**config.mk**
```make
export PLATFORM = sky130hd
export DESIGN_NAME = copula_bound_table_query_top
export DESIGN_NICKNAME = d
export VERILOG_FILES = /design/src/hdl/cbtq_pkg.sv /design/src/hdl/cbtq_table_mem.sv /design/src/hdl/cbtq_alu.sv /design/src/hdl/cbtq_seq.sv /design/src/hdl/copula_bound_table_query_top.sv
export SDC_FILE = /design/constraint.sdc
export NUM_CORES = 2
export LEC_CHECK = 0
export BUFFER_PORTS_ARGS = -buffer_cell sky130_fd_sc_hd__buf_2
export CAP_MARGIN = 5
export CORE_MARGIN = 8
export CORE_UTILIZATION = 40
export DETAILED_ROUTE_END_ITERATION = 10
export PLACE_DENSITY_LB_ADDON = 0.1
export SLEW_MARGIN = 20
export SYNTH_ARGS = -nofsm -noshare
export SYNTH_HDL_FRONTEND = slang
export SYNTH_MEMORY_MAX_BITS = 65536
export SYNTH_SLANG_ARGS = --single-unit
```
**constraint.sdc**
```tcl
create_clock -name clk_i -period 17.01 [get_ports clk_i]
set_input_delay 0.8505 -clock clk_i [delete_from_list [all_inputs] [get_ports clk_i]]
set_output_delay 0.8505 -clock clk_i [all_outputs]
set_load 0.05 [all_outputs]
```
**src/hdl/cbtq_pkg.sv**
```systemverilog
// ----------------------------------------------------------------------------
// cbtq_pkg
// Shared types and constants for the copula bound table query block.
// ----------------------------------------------------------------------------
package cbtq_pkg;

  localparam int MAX_ROWS_DEF = 16;
  localparam int MAX_COLS_DEF = 16;

  // Q1.16 value width and the code for 1.0.
  localparam int VAL_W = 17;
  localparam logic [VAL_W-1:0] ONE_Q16 = 17'd65536;

  // Width of the size registers and of the write index fields.
  localparam int CFG_W = 5;
  localparam int IDX_W = 4;

  // Signed working width of the shared adder; holds every candidate exactly.
  localparam int ACC_W = 20;

  // Configuration register indexes.
  localparam logic CFG_IDX_ROWS = 1'b0;
  localparam logic CFG_IDX_COLS = 1'b1;

  typedef enum logic {
    ALU_ADD,
    ALU_SUB
  } alu_op_e;

  typedef enum logic [3:0] {
    ST_IDLE,
    ST_ROW_RD,
    ST_ROW_CMP,
    ST_COL_RD,
    ST_COL_CMP,
    ST_T_RD,
    ST_RM_RD,
    ST_CM_RD,
    ST_OP,
    ST_FIN,
    ST_OUT
  } state_e;

  typedef struct packed {
    logic [CFG_W-1:0] rows;
    logic [CFG_W-1:0] cols;
  } cfg_t;

  typedef struct packed {
    logic [VAL_W-1:0] lower;
    logic [VAL_W-1:0] upper;
    logic             not_found;
  } res_t;

endpackage

```
**src/hdl/cbtq_table_mem.sv**
```systemverilog
// ----------------------------------------------------------------------------
// cbtq_table_mem
// Single write port, single read port table memory with registered read data.
// ----------------------------------------------------------------------------
module cbtq_table_mem #(
  parameter int DEPTH = cbtq_pkg::MAX_ROWS_DEF * cbtq_pkg::MAX_COLS_DEF,
  parameter int AW    = $clog2(DEPTH)
) (
  input  logic                       clk_i,
  input  logic                       we_i,
  input  logic [AW-1:0]              waddr_i,
  input  logic [cbtq_pkg::VAL_W-1:0] wdata_i,
  input  logic [AW-1:0]              raddr_i,
  output logic [cbtq_pkg::VAL_W-1:0] rdata_o
);

  logic [cbtq_pkg::VAL_W-1:0] mem_q [DEPTH];
  logic [cbtq_pkg::VAL_W-1:0] rdata_q;

  always_ff @(posedge clk_i) begin
    if (we_i) begin
      mem_q[waddr_i] <= wdata_i;
    end
  end

  always_ff @(posedge clk_i) begin
    rdata_q <= mem_q[raddr_i];
  end

  assign rdata_o = rdata_q;

endmodule

```
**src/hdl/cbtq_alu.sv**
```systemverilog
// ----------------------------------------------------------------------------
// cbtq_alu
// Shared signed add/subtract unit used for every search compare and bound step.
// ----------------------------------------------------------------------------
module cbtq_alu (
  input  cbtq_pkg::alu_op_e                 op_i,
  input  logic signed [cbtq_pkg::ACC_W-1:0] a_i,
  input  logic signed [cbtq_pkg::ACC_W-1:0] b_i,
  output logic signed [cbtq_pkg::ACC_W-1:0] y_o
);

  always_comb begin
    case (op_i)
      cbtq_pkg::ALU_ADD: y_o = a_i + b_i;
      cbtq_pkg::ALU_SUB: y_o = a_i - b_i;
      default:           y_o = a_i - b_i;
    endcase
  end

endmodule

```
**src/hdl/cbtq_seq.sv**
```systemverilog
// ----------------------------------------------------------------------------
// cbtq_seq
// Query sequencer: marginal searches, window walk and bound clamps, all through
// one shared adder and one table read port.
// ----------------------------------------------------------------------------
module cbtq_seq #(
  parameter int MAX_ROWS = cbtq_pkg::MAX_ROWS_DEF,
  parameter int MAX_COLS = cbtq_pkg::MAX_COLS_DEF,
  parameter int AW       = $clog2(MAX_ROWS * MAX_COLS)
) (
  input  logic                       clk_i,
  input  logic                       rst_ni,
  input  logic                       start_i,
  input  logic [cbtq_pkg::VAL_W-1:0] u_i,
  input  logic [cbtq_pkg::VAL_W-1:0] v_i,
  input  cbtq_pkg::cfg_t             cfg_i,
  output logic [AW-1:0]              mem_raddr_o,
  input  logic [cbtq_pkg::VAL_W-1:0] mem_rdata_i,
  input  logic                       out_free_i,
  output logic                       done_o,
  output cbtq_pkg::res_t             res_o,
  output logic                       busy_o
);

  localparam int RIW   = $clog2(MAX_ROWS);
  localparam int CIW   = $clog2(MAX_COLS);
  localparam int ACC_W = cbtq_pkg::ACC_W;
  localparam int VAL_W = cbtq_pkg::VAL_W;
  localparam logic signed [ACC_W-1:0] ACC_MIN = {1'b1, {(ACC_W-1){1'b0}}};
  localparam logic signed [ACC_W-1:0] ACC_MAX = {1'b0, {(ACC_W-1){1'b1}}};
  localparam logic signed [ACC_W-1:0] ONE_S   =
    $signed({{(ACC_W-VAL_W){1'b0}}, cbtq_pkg::ONE_Q16});

  function automatic logic [AW-1:0] cell_addr(input logic [RIW-1:0] r,
                                               input logic [CIW-1:0] c);
    return AW'(32'(r) * 32'(MAX_COLS) + 32'(c));
  endfunction

  function automatic logic signed [ACC_W-1:0] ext(input logic [VAL_W-1:0] x);
    return $signed({{(ACC_W-VAL_W){1'b0}}, x});
  endfunction

  function automatic logic [VAL_W-1:0] sat_one(input logic signed [ACC_W-1:0] x);
    logic [VAL_W-1:0] r;
    if (x < 0) begin
      r = '0;
    end else if (x > ONE_S) begin
      r = cbtq_pkg::ONE_Q16;
    end else begin
      r = x[VAL_W-1:0];
    end
    return r;
  endfunction

  cbtq_pkg::state_e state_q, state_d;
  logic [2:0]              step_q, step_d;
  logic [RIW-1:0]          ci_q, ci_d, i_lo_q, i_lo_d, i_hi_q, i_hi_d;
  logic [CIW-1:0]          cj_q, cj_d, j_lo_q, j_lo_d, j_hi_q, j_hi_d;
  logic [VAL_W-1:0]        u_q, u_d, v_q, v_d;
  logic [VAL_W-1:0]        t_q, t_d, rm_q, rm_d, cm_q, cm_d;
  logic signed [ACC_W-1:0] d1_q, d1_d, d2_q, d2_d, acc_q, acc_d;
  logic signed [ACC_W-1:0] lower_q, lower_d, upper_q, upper_d;
  logic                    nf_q, nf_d;

  logic [31:0]             nr_w, nc_w;
  logic [RIW-1:0]          nr_m1, nr_m2, row_lo, row_hi;
  logic [CIW-1:0]          nc_m1, nc_m2, col_lo, col_hi;
  cbtq_pkg::alu_op_e       alu_op;
  logic signed [ACC_W-1:0] alu_a, alu_b, alu_y;
  logic signed [ACC_W-1:0] d1_pos, d1_neg, d2_pos, d2_neg, fl_c, fu_c;

  cbtq_alu u_alu (
    .op_i (alu_op),
    .a_i  (alu_a),
    .b_i  (alu_b),
    .y_o  (alu_y)
  );

  // Register values out of range are used as the nearest legal size.
  always_comb begin
    if (cfg_i.rows < cbtq_pkg::CFG_W'(2)) begin
      nr_w = 32'd2;
    end else if (32'(cfg_i.rows) > 32'(MAX_ROWS)) begin
      nr_w = 32'(MAX_ROWS);
    end else begin
      nr_w = 32'(cfg_i.rows);
    end
    if (cfg_i.cols < cbtq_pkg::CFG_W'(2)) begin
      nc_w = 32'd2;
    end else if (32'(cfg_i.cols) > 32'(MAX_COLS)) begin
      nc_w = 32'(MAX_COLS);
    end else begin
      nc_w = 32'(cfg_i.cols);
    end
  end

  assign nr_m1 = RIW'(nr_w - 32'd1);
  assign nr_m2 = RIW'(nr_w - 32'd2);
  assign nc_m1 = CIW'(nc_w - 32'd1);
  assign nc_m2 = CIW'(nc_w - 32'd2);

  // Window around the hit index: at the last index only the one before it.
  always_comb begin
    if (ci_q == nr_m1) begin
      row_lo = nr_m2;
      row_hi = nr_m2;
    end else if (ci_q != '0) begin
      row_lo = ci_q - RIW'(1);
      row_hi = ci_q;
    end else begin
      row_lo = '0;
      row_hi = '0;
    end
    if (cj_q == nc_m1) begin
      col_lo = nc_m2;
      col_hi = nc_m2;
    end else if (cj_q != '0) begin
      col_lo = cj_q - CIW'(1);
      col_hi = cj_q;
    end else begin
      col_lo = '0;
      col_hi = '0;
    end
  end

  assign d1_pos = d1_q[ACC_W-1] ? '0 : d1_q;
  assign d1_neg = d1_q[ACC_W-1] ? -d1_q : '0;
  assign d2_pos = d2_q[ACC_W-1] ? '0 : d2_q;
  assign d2_neg = d2_q[ACC_W-1] ? -d2_q : '0;
  assign fl_c   = alu_y[ACC_W-1] ? '0 : alu_y;
  assign fu_c   = alu_y[ACC_W-1] ? ext(u_q) : ext(v_q);

  always_comb begin
    state_d     = state_q;
    step_d      = step_q;
    ci_d        = ci_q;
    cj_d        = cj_q;
    i_lo_d      = i_lo_q;
    i_hi_d      = i_hi_q;
    j_lo_d      = j_lo_q;
    j_hi_d      = j_hi_q;
    u_d         = u_q;
    v_d         = v_q;
    t_d         = t_q;
    rm_d        = rm_q;
    cm_d        = cm_q;
    d1_d        = d1_q;
    d2_d        = d2_q;
    acc_d       = acc_q;
    lower_d     = lower_q;
    upper_d     = upper_q;
    nf_d        = nf_q;
    alu_op      = cbtq_pkg::ALU_SUB;
    alu_a       = '0;
    alu_b       = '0;
    mem_raddr_o = '0;
    done_o      = 1'b0;

    case (state_q)
      cbtq_pkg::ST_IDLE: begin
        if (start_i) begin
          u_d     = u_i;
          v_d     = v_i;
          ci_d    = '0;
          lower_d = ACC_MIN;
          upper_d = ACC_MAX;
          nf_d    = 1'b0;
          state_d = cbtq_pkg::ST_ROW_RD;
        end
      end
      cbtq_pkg::ST_ROW_RD: begin
        mem_raddr_o = cell_addr(ci_q, nc_m1);
        state_d     = cbtq_pkg::ST_ROW_CMP;
      end
      cbtq_pkg::ST_ROW_CMP: begin
        alu_a = ext(mem_rdata_i);
        alu_b = ext(u_q);
        if (!alu_y[ACC_W-1]) begin
          i_lo_d  = row_lo;
          i_hi_d  = row_hi;
          cj_d    = '0;
          state_d = cbtq_pkg::ST_COL_RD;
        end else if (ci_q == nr_m1) begin
          nf_d    = 1'b1;
          step_d  = '0;
          state_d = cbtq_pkg::ST_FIN;
        end else begin
          ci_d    = ci_q + RIW'(1);
          state_d = cbtq_pkg::ST_ROW_RD;
        end
      end
      cbtq_pkg::ST_COL_RD: begin
        mem_raddr_o = cell_addr(nr_m1, cj_q);
        state_d     = cbtq_pkg::ST_COL_CMP;
      end
      cbtq_pkg::ST_COL_CMP: begin
        alu_a = ext(mem_rdata_i);
        alu_b = ext(v_q);
        if (!alu_y[ACC_W-1]) begin
          j_lo_d  = col_lo;
          j_hi_d  = col_hi;
          ci_d    = i_lo_q;
          cj_d    = col_lo;
          state_d = cbtq_pkg::ST_T_RD;
        end else if (cj_q == nc_m1) begin
          nf_d    = 1'b1;
          step_d  = '0;
          state_d = cbtq_pkg::ST_FIN;
        end else begin
          cj_d    = cj_q + CIW'(1);
          state_d = cbtq_pkg::ST_COL_RD;
        end
      end
      cbtq_pkg::ST_T_RD: begin
        mem_raddr_o = cell_addr(ci_q, cj_q);
        state_d     = cbtq_pkg::ST_RM_RD;
      end
      cbtq_pkg::ST_RM_RD: begin
        t_d         = mem_rdata_i;
        mem_raddr_o = cell_addr(ci_q, nc_m1);
        state_d     = cbtq_pkg::ST_CM_RD;
      end
      cbtq_pkg::ST_CM_RD: begin
        rm_d        = mem_rdata_i;
        mem_raddr_o = cell_addr(nr_m1, cj_q);
        step_d      = '0;
        state_d     = cbtq_pkg::ST_OP;
      end
      cbtq_pkg::ST_OP: begin
        step_d = step_q + 3'd1;
        case (step_q)
          3'd0: begin
            cm_d  = mem_rdata_i;
            alu_a = ext(rm_q);
            alu_b = ext(u_q);
            d1_d  = alu_y;
          end
          3'd1: begin
            alu_a = ext(cm_q);
            alu_b = ext(v_q);
            d2_d  = alu_y;
          end
          3'd2: begin
            alu_a = ext(t_q);
            alu_b = d1_pos;
            acc_d = alu_y;
          end
          3'd3: begin
            alu_a = acc_q;
            alu_b = d2_pos;
            if (alu_y > lower_q) begin
              lower_d = alu_y;
            end
          end
          3'd4: begin
            alu_op = cbtq_pkg::ALU_ADD;
            alu_a  = ext(t_q);
            alu_b  = d1_neg;
            acc_d  = alu_y;
          end
          default: begin
            alu_op = cbtq_pkg::ALU_ADD;
            alu_a  = acc_q;
            alu_b  = d2_neg;
            if (alu_y < upper_q) begin
              upper_d = alu_y;
            end
            step_d = '0;
            if (cj_q != j_hi_q) begin
              cj_d    = cj_q + CIW'(1);
              state_d = cbtq_pkg::ST_T_RD;
            end else if (ci_q != i_hi_q) begin
              ci_d    = ci_q + RIW'(1);
              cj_d    = j_lo_q;
              state_d = cbtq_pkg::ST_T_RD;
            end else begin
              state_d = cbtq_pkg::ST_FIN;
            end
          end
        endcase
      end
      cbtq_pkg::ST_FIN: begin
        step_d = step_q + 3'd1;
        case (step_q)
          3'd0: begin
            alu_op = cbtq_pkg::ALU_ADD;
            alu_a  = ext(u_q);
            alu_b  = ext(v_q);
            acc_d  = alu_y;
          end
          3'd1: begin
            alu_a = acc_q;
            alu_b = ONE_S;
            if (fl_c > lower_q) begin
              lower_d = fl_c;
            end
          end
          default: begin
            alu_a = ext(u_q);
            alu_b = ext(v_q);
            if (fu_c < upper_q) begin
              upper_d = fu_c;
            end
            step_d  = '0;
            state_d = cbtq_pkg::ST_OUT;
          end
        endcase
      end
      cbtq_pkg::ST_OUT: begin
        done_o = 1'b1;
        if (out_free_i) begin
          state_d = cbtq_pkg::ST_IDLE;
        end
      end
      default: begin
        state_d = cbtq_pkg::ST_IDLE;
      end
    endcase
  end

  always_ff @(posedge clk_i or negedge rst_ni) begin
    if (!rst_ni) begin
      state_q <= cbtq_pkg::ST_IDLE;
      step_q  <= '0;
      ci_q    <= '0;
      cj_q    <= '0;
    end else begin
      state_q <= state_d;
      step_q  <= step_d;
      ci_q    <= ci_d;
      cj_q    <= cj_d;
    end
  end

  always_ff @(posedge clk_i) begin
    i_lo_q  <= i_lo_d;
    i_hi_q  <= i_hi_d;
    j_lo_q  <= j_lo_d;
    j_hi_q  <= j_hi_d;
    u_q     <= u_d;
    v_q     <= v_d;
    t_q     <= t_d;
    rm_q    <= rm_d;
    cm_q    <= cm_d;
    d1_q    <= d1_d;
    d2_q    <= d2_d;
    acc_q   <= acc_d;
    lower_q <= lower_d;
    upper_q <= upper_d;
    nf_q    <= nf_d;
  end

  assign res_o.lower     = sat_one(lower_q);
  assign res_o.upper     = sat_one(upper_q);
  assign res_o.not_found = nf_q;
  assign busy_o          = (state_q != cbtq_pkg::ST_IDLE);

endmodule

```
**src/hdl/copula_bound_table_query_top.sv**
```systemverilog
// ----------------------------------------------------------------------------
// copula_bound_table_query_top
// Cumulative probability table with Frechet-Hoeffding bound queries.
// ----------------------------------------------------------------------------
//   channel  | handshake                   | payload
//   ---------+-----------------------------+--------------------------------------
//   input    | in_valid_i / in_stall_o     | mode, row, col, entry_value, u, v
//   output   | out_valid_o / out_stall_i   | lower_bound, upper_bound, not_found
//   config   | cfg_we_i                    | cfg_index_i, cfg_data_i
//
// A write beat gives no result. A query beat is served through the single
// table read port and the shared adder, and the input stalls until it is done.
// Reset clears control state only; the table is undefined until written. A
// stalled result sits in the output register while the block takes the next
// beat; a second result waits in the sequencer until it drains.
module copula_bound_table_query_top #(
  parameter int MAX_ROWS = cbtq_pkg::MAX_ROWS_DEF,
  parameter int MAX_COLS = cbtq_pkg::MAX_COLS_DEF
) (
  input  logic                       clk_i,
  input  logic                       rst_ni,
  input  logic                       in_valid_i,
  output logic                       in_stall_o,
  input  logic                       mode_i,
  input  logic [cbtq_pkg::IDX_W-1:0] row_i,
  input  logic [cbtq_pkg::IDX_W-1:0] col_i,
  input  logic [cbtq_pkg::VAL_W-1:0] entry_value_i,
  input  logic [cbtq_pkg::VAL_W-1:0] u_i,
  input  logic [cbtq_pkg::VAL_W-1:0] v_i,
  output logic                       out_valid_o,
  input  logic                       out_stall_i,
  output logic [cbtq_pkg::VAL_W-1:0] lower_bound_o,
  output logic [cbtq_pkg::VAL_W-1:0] upper_bound_o,
  output logic                       not_found_o,
  input  logic                       cfg_we_i,
  input  logic                       cfg_index_i,
  input  logic [cbtq_pkg::CFG_W-1:0] cfg_data_i
);

  localparam int DEPTH = MAX_ROWS * MAX_COLS;
  localparam int AW    = $clog2(DEPTH);

  cbtq_pkg::cfg_t cfg_q, cfg_d;
  cbtq_pkg::res_t res, out_q;
  logic           out_valid_q;
  logic           busy, accept, start, done, out_free, we;
  logic [AW-1:0]  waddr, raddr;
  logic [cbtq_pkg::VAL_W-1:0] wdata, rdata;

  assign in_stall_o = busy;
  assign accept     = in_valid_i && !busy;
  assign start      = accept && mode_i;

  // Writes outside the physical table are dropped; values above one saturate.
  assign we    = accept && !mode_i && (32'(row_i) < 32'(MAX_ROWS))
                 && (32'(col_i) < 32'(MAX_COLS));
  assign waddr = AW'(32'(row_i) * 32'(MAX_COLS) + 32'(col_i));
  assign wdata = (entry_value_i > cbtq_pkg::ONE_Q16) ? cbtq_pkg::ONE_Q16
                                                     : entry_value_i;

  always_comb begin
    cfg_d = cfg_q;
    if (cfg_we_i) begin
      case (cfg_index_i)
        cbtq_pkg::CFG_IDX_ROWS: cfg_d.rows = cfg_data_i;
        cbtq_pkg::CFG_IDX_COLS: cfg_d.cols = cfg_data_i;
        default: ;
      endcase
    end
  end

  always_ff @(posedge clk_i or negedge rst_ni) begin
    if (!rst_ni) begin
      cfg_q.rows <= cbtq_pkg::CFG_W'(16);
      cfg_q.cols <= cbtq_pkg::CFG_W'(16);
    end else begin
      cfg_q <= cfg_d;
    end
  end

  cbtq_table_mem #(
    .DEPTH (DEPTH),
    .AW    (AW)
  ) u_mem (
    .clk_i   (clk_i),
    .we_i    (we),
    .waddr_i (waddr),
    .wdata_i (wdata),
    .raddr_i (raddr),
    .rdata_o (rdata)
  );

  cbtq_seq #(
    .MAX_ROWS (MAX_ROWS),
    .MAX_COLS (MAX_COLS),
    .AW       (AW)
  ) u_seq (
    .clk_i       (clk_i),
    .rst_ni      (rst_ni),
    .start_i     (start),
    .u_i         (u_i),
    .v_i         (v_i),
    .cfg_i       (cfg_q),
    .mem_raddr_o (raddr),
    .mem_rdata_i (rdata),
    .out_free_i  (out_free),
    .done_o      (done),
    .res_o       (res),
    .busy_o      (busy)
  );

  assign out_free = !out_valid_q || !out_stall_i;

  always_ff @(posedge clk_i or negedge rst_ni) begin
    if (!rst_ni) begin
      out_valid_q <= 1'b0;
    end else if (out_free) begin
      out_valid_q <= done;
    end
  end

  always_ff @(posedge clk_i) begin
    if (out_free && done) begin
      out_q <= res;
    end
  end

  assign out_valid_o   = out_valid_q;
  assign lower_bound_o = out_q.lower;
  assign upper_bound_o = out_q.upper;
  assign not_found_o   = out_q.not_found;

endmodule

```
==> flow_metrics.py <==
metrics = {
    "clock_network": {
        "cts_root_buffer": "clkbuf_16",
        "cts_max_level": 5,
        "clockBufferDepth": 4,
        "tritoncts": "built",
        "path_clk_slew_ns": 0.07,
        "hold_buffers": 35,
        "clock_sinks": 4632,
        "ctsResizeCount": 0,
        "cts_buffers": 481,
        "postCtsSetupBuffers": 0,
        "clk-insertion-delay-late_ns": 1.03,
    },
    "synth": {
        "syn_avg_cell_area_um2": 21.2,
        "ys_seq_elements": 4632,
        "syn_inst": 8520,
        "synth_ff_type": "edfxtp_1",
        "synth_warnings": 0,
        "async_flop_share_pct": 0.561,
        "synth_area_mm2": 0.181,
        "synth-edff-count": 4589,
        "synth_nets": 8705,
        "seq_area_frac_synth_pct": 76.7,
        "synth_cell_type_count": 85,
    },
    "cells_and_area": {
        "drive_above_1_share_pct": 26.5,
        "fin_cells": 15480,
        "final_nets": 9260,
        "final_cell_area_mm2": 0.207,
        "final_cell_mix": "edfxtp_1 (4,589), mux4_2 (1,088), clkbuf_16 (490)",
        "area_growth_pct": 14.3,
        "layout_commonest_cell": "edfxtp_1",
    },
    "timing": {
        "fin_skew_ns": 0.0634,
        "worst_pin_slew_ns": 1.21,
        "whs_ns": 0.113,
        "max_freq_mhz": 92.5,
        "rsz0062_at_grt": "no",
        "max_slew_margin_pct": 19.6,
        "setup_viol": 0,
        "totalNegativeSetupSlack_ns": 0,
        "fin_crit_sh_pct": 63.5,
        "slew_violations": 0,
        "period_minus_slack_ns": 10.81,
        "finalHoldViolCount": 0,
    },
    "placement": {
        "placed_area_mm2": 0.191,
        "io_buffers": 107,
        "dpl.hpwl_um": 304000,
        "gp_congestion": 0.892,
        "placed_cells": 14533,
    },
    "floorplan": {
        "io_pins": 108,
        "die_w_um": 689,
        "dieHeight_um": 689,
        "core.rowCount": 247,
        "coreArea_mm2": 0.452,
        "floorplan.initialDensity_pct": 40.1,
        "die_area_mm2": 0.474,
    },
    "drt": {
        "vias": 90295,
        "drt_pass1_iterations": 7,
        "drt_iter0_markers": 8729,
        "viasPerCell": 5.83,
        "drc": 0,
        "wl_per_cell_um": 33.1,
        "wl_um": 513000,
        "drtAntennaViolNets": 0,
    },
    "hold_path": {
        "hold_class": "primary input to flop",
        "whs_path_depth": 2,
        "whs_endpoint": "cfg_q[1]$_DFFE_PN0P_",
        "worstHoldStart": "cfg_data_i[1]",
    },
    "critical_path": {
        "cp-end-kind": "flop",
        "crit_start": "u_seq.step_q[2]$_DFFE_PN0P_",
        "start_kind": "flop",
        "path_max_fanout": 51,
        "timing.rr.start": "u_seq.step_q[2]$_DFFE_PN0P_",
        "cp_slowest_cell": "dfrtp_1",
        "ff2ff_setup_slack_ns": 6.20,
        "worst-endpoint-required_ns": 17.63,
        "crit_arrival_ns": 11.43,
        "rr_worst_depth": 36,
        "r2r-end": "u_seq.upper_q[8]$_DFFE_PP_",
        "crit_path_max_incr_delay_ns": 0.93,
        "crit_type": "flop to flop",
    },
    "global_route": {
        "track_usage_pct": 21.1,
        "overflow": 0,
        "grt_pass1_wl_um": 721000,
        "grt_pass1_vias": 92240,
        "grt_max_degree": 192,
        "antenna_found_initial": 27,
    },
    "status": {
        "status": "finished clean",
    },
    "run": {
        "cap_violations": 0,
    },
    "power_and_ir_drop": {
        "cellPowerDensity_mw_per_mm2": 165,
        "p_leak_nw": 65.1,
        "peakVddDrop_mv": 0.240,
    },
}
[state kept, by name, indices dropped and copies added, names as in the netlist, 20 cells and up]
name	flops
u_mem.mem_q	4352
u_seq.d1_q	20
u_seq.upper_q	20
u_seq.d2_q	20
u_seq.lower_q	20
u_seq.acc_q	20
[how the worst max path moves through the flow]
stage	end	slack, ns	cells after the start
2_1_floorplan	u_mem.mem_q[0][10]$_DFFE_PP_	7.84	3
3_3_place_gp	u_seq.upper_q[2]$_DFFE_PP_	5.86	34
3_5_place_dp	u_seq.upper_q[8]$_DFFE_PP_	5.91	33
4_1_cts	u_seq.upper_q[16]$_DFFE_PP_	5.86	33
5_1_grt	u_seq.upper_q[9]$_DFFE_PP_	5.46	35
6_report	u_seq.upper_q[8]$_DFFE_PP_	6.20	36
[logic make-up (layout without fill, tap and decap cells)]
| group | count (synthesis) | after routing | synth area share, % |
|---|---|---|---|
| compound gates | 1117 | 1117 | 4.89 |
| xor+xnor | 76 | 76 | 0.372 |
| fa+ha+maj | 115 | 115 | 0.798 |
| buf+inv | 602 | 1567 | 1.31 |
| flops | 4632 | 4632 | 76.7 |
| mux | 1137 | 1137 | 13.8 |
| other cells | 0 | 19 | 0 |
| simple gates | 841 | 841 | 2.14 |
[area by class of cell]
type / instances / area [um^2]
Multi-Input combinational cell: 3286 / 40700
Clock buffer: 606 / 12700
Inverter: 99 / 372
Timing Repair Buffer: 575 / 4420
Clock inverter: 287 / 2360
Tap cell: 5976 / 7480
Antenna cell: 19 / 47.5
Sequential cell: 4632 / 139000
Fill cell: 37680 / 245000
[power by group]
| part | switching, mW | total, mW | internal [mW] |
|---|---|---|---|
| Clock | 4.40 | 10.1 | 5.75 |
| Combinational | 6.87 | 10.9 | 4.05 |
| Sequential | 0.156 | 13.1 | 12.9 |
[layer usage]
layer / GRT usage (%) / wire length, um
met1: 30.2 / 223000
met2: 34.2 / 243000
met3: 2.65 / 29100
met4: 6.40 / 18000
met5: 0 / 25
[worst max-delay path: cells and delay by family, from the launching register on]
kind	cells	cell delay, ns
flops	1	0.93
fa+ha+maj	3	1.07
buf+inv	3	1.13
mux	1	0.43
xor+xnor	3	0.83
compound gates	19	4.86
simple gates	7	1.08
[per-stage QoR]
| stage | setup WS [ns] | power, mW | util (%) |
|---|---|---|---|
| 2_1_floorplan | 7.84 | 20.1 | - |
| 3_3_place_gp | 5.86 | 24.3 | 42.4 |
| 3_5_place_dp | 5.91 | 24.4 | 42.4 |
| 4_1_cts | 5.86 | 34.5 | 45.8 |
| 5_1_grt | 5.46 | 35.4 | 45.8 |
| 6_report | 6.20 | 34.1 | 45.8 |
[cell usage after synthesis (10+ instances only)]
cell type	number	area (um^2)
edfxtp_1	4589	138000
mux4_2	1088	24500
nor2_1	420	1580
clkbuf_1	350	1310
a22o_1	286	2500
a221oi_1	279	2440
nand2_1	138	518
ha_1	113	1410
inv_1	98	368
o22ai_1	91	569
buf_2	81	405
a21oi_1	80	400
buf_1	71	267
o21ai_0	71	355
xnor2_1	50	438
nor2b_1	46	288
a22oi_1	44	330
and2_1	42	263
o221ai_1	38	333
o22a_1	36	315
nor3_1	35	175
o211ai_1	33	248
mux2_2	29	327
nand3_1	27	135
nor4_1	27	169
nand2b_1	26	163
xor2_1	25	219
a21o_1	24	180
dfrtp_1	24	601
a221o_1	23	230
nand4_1	23	144
a222oi_1	20	200
mux2i_1	20	200
dfxtp_1	17	340
a31oi_1	14	87.6
or2_2	11	68.8
or3_1	10	62.6
Note: power is estimated with default switching activity, not from simulation.
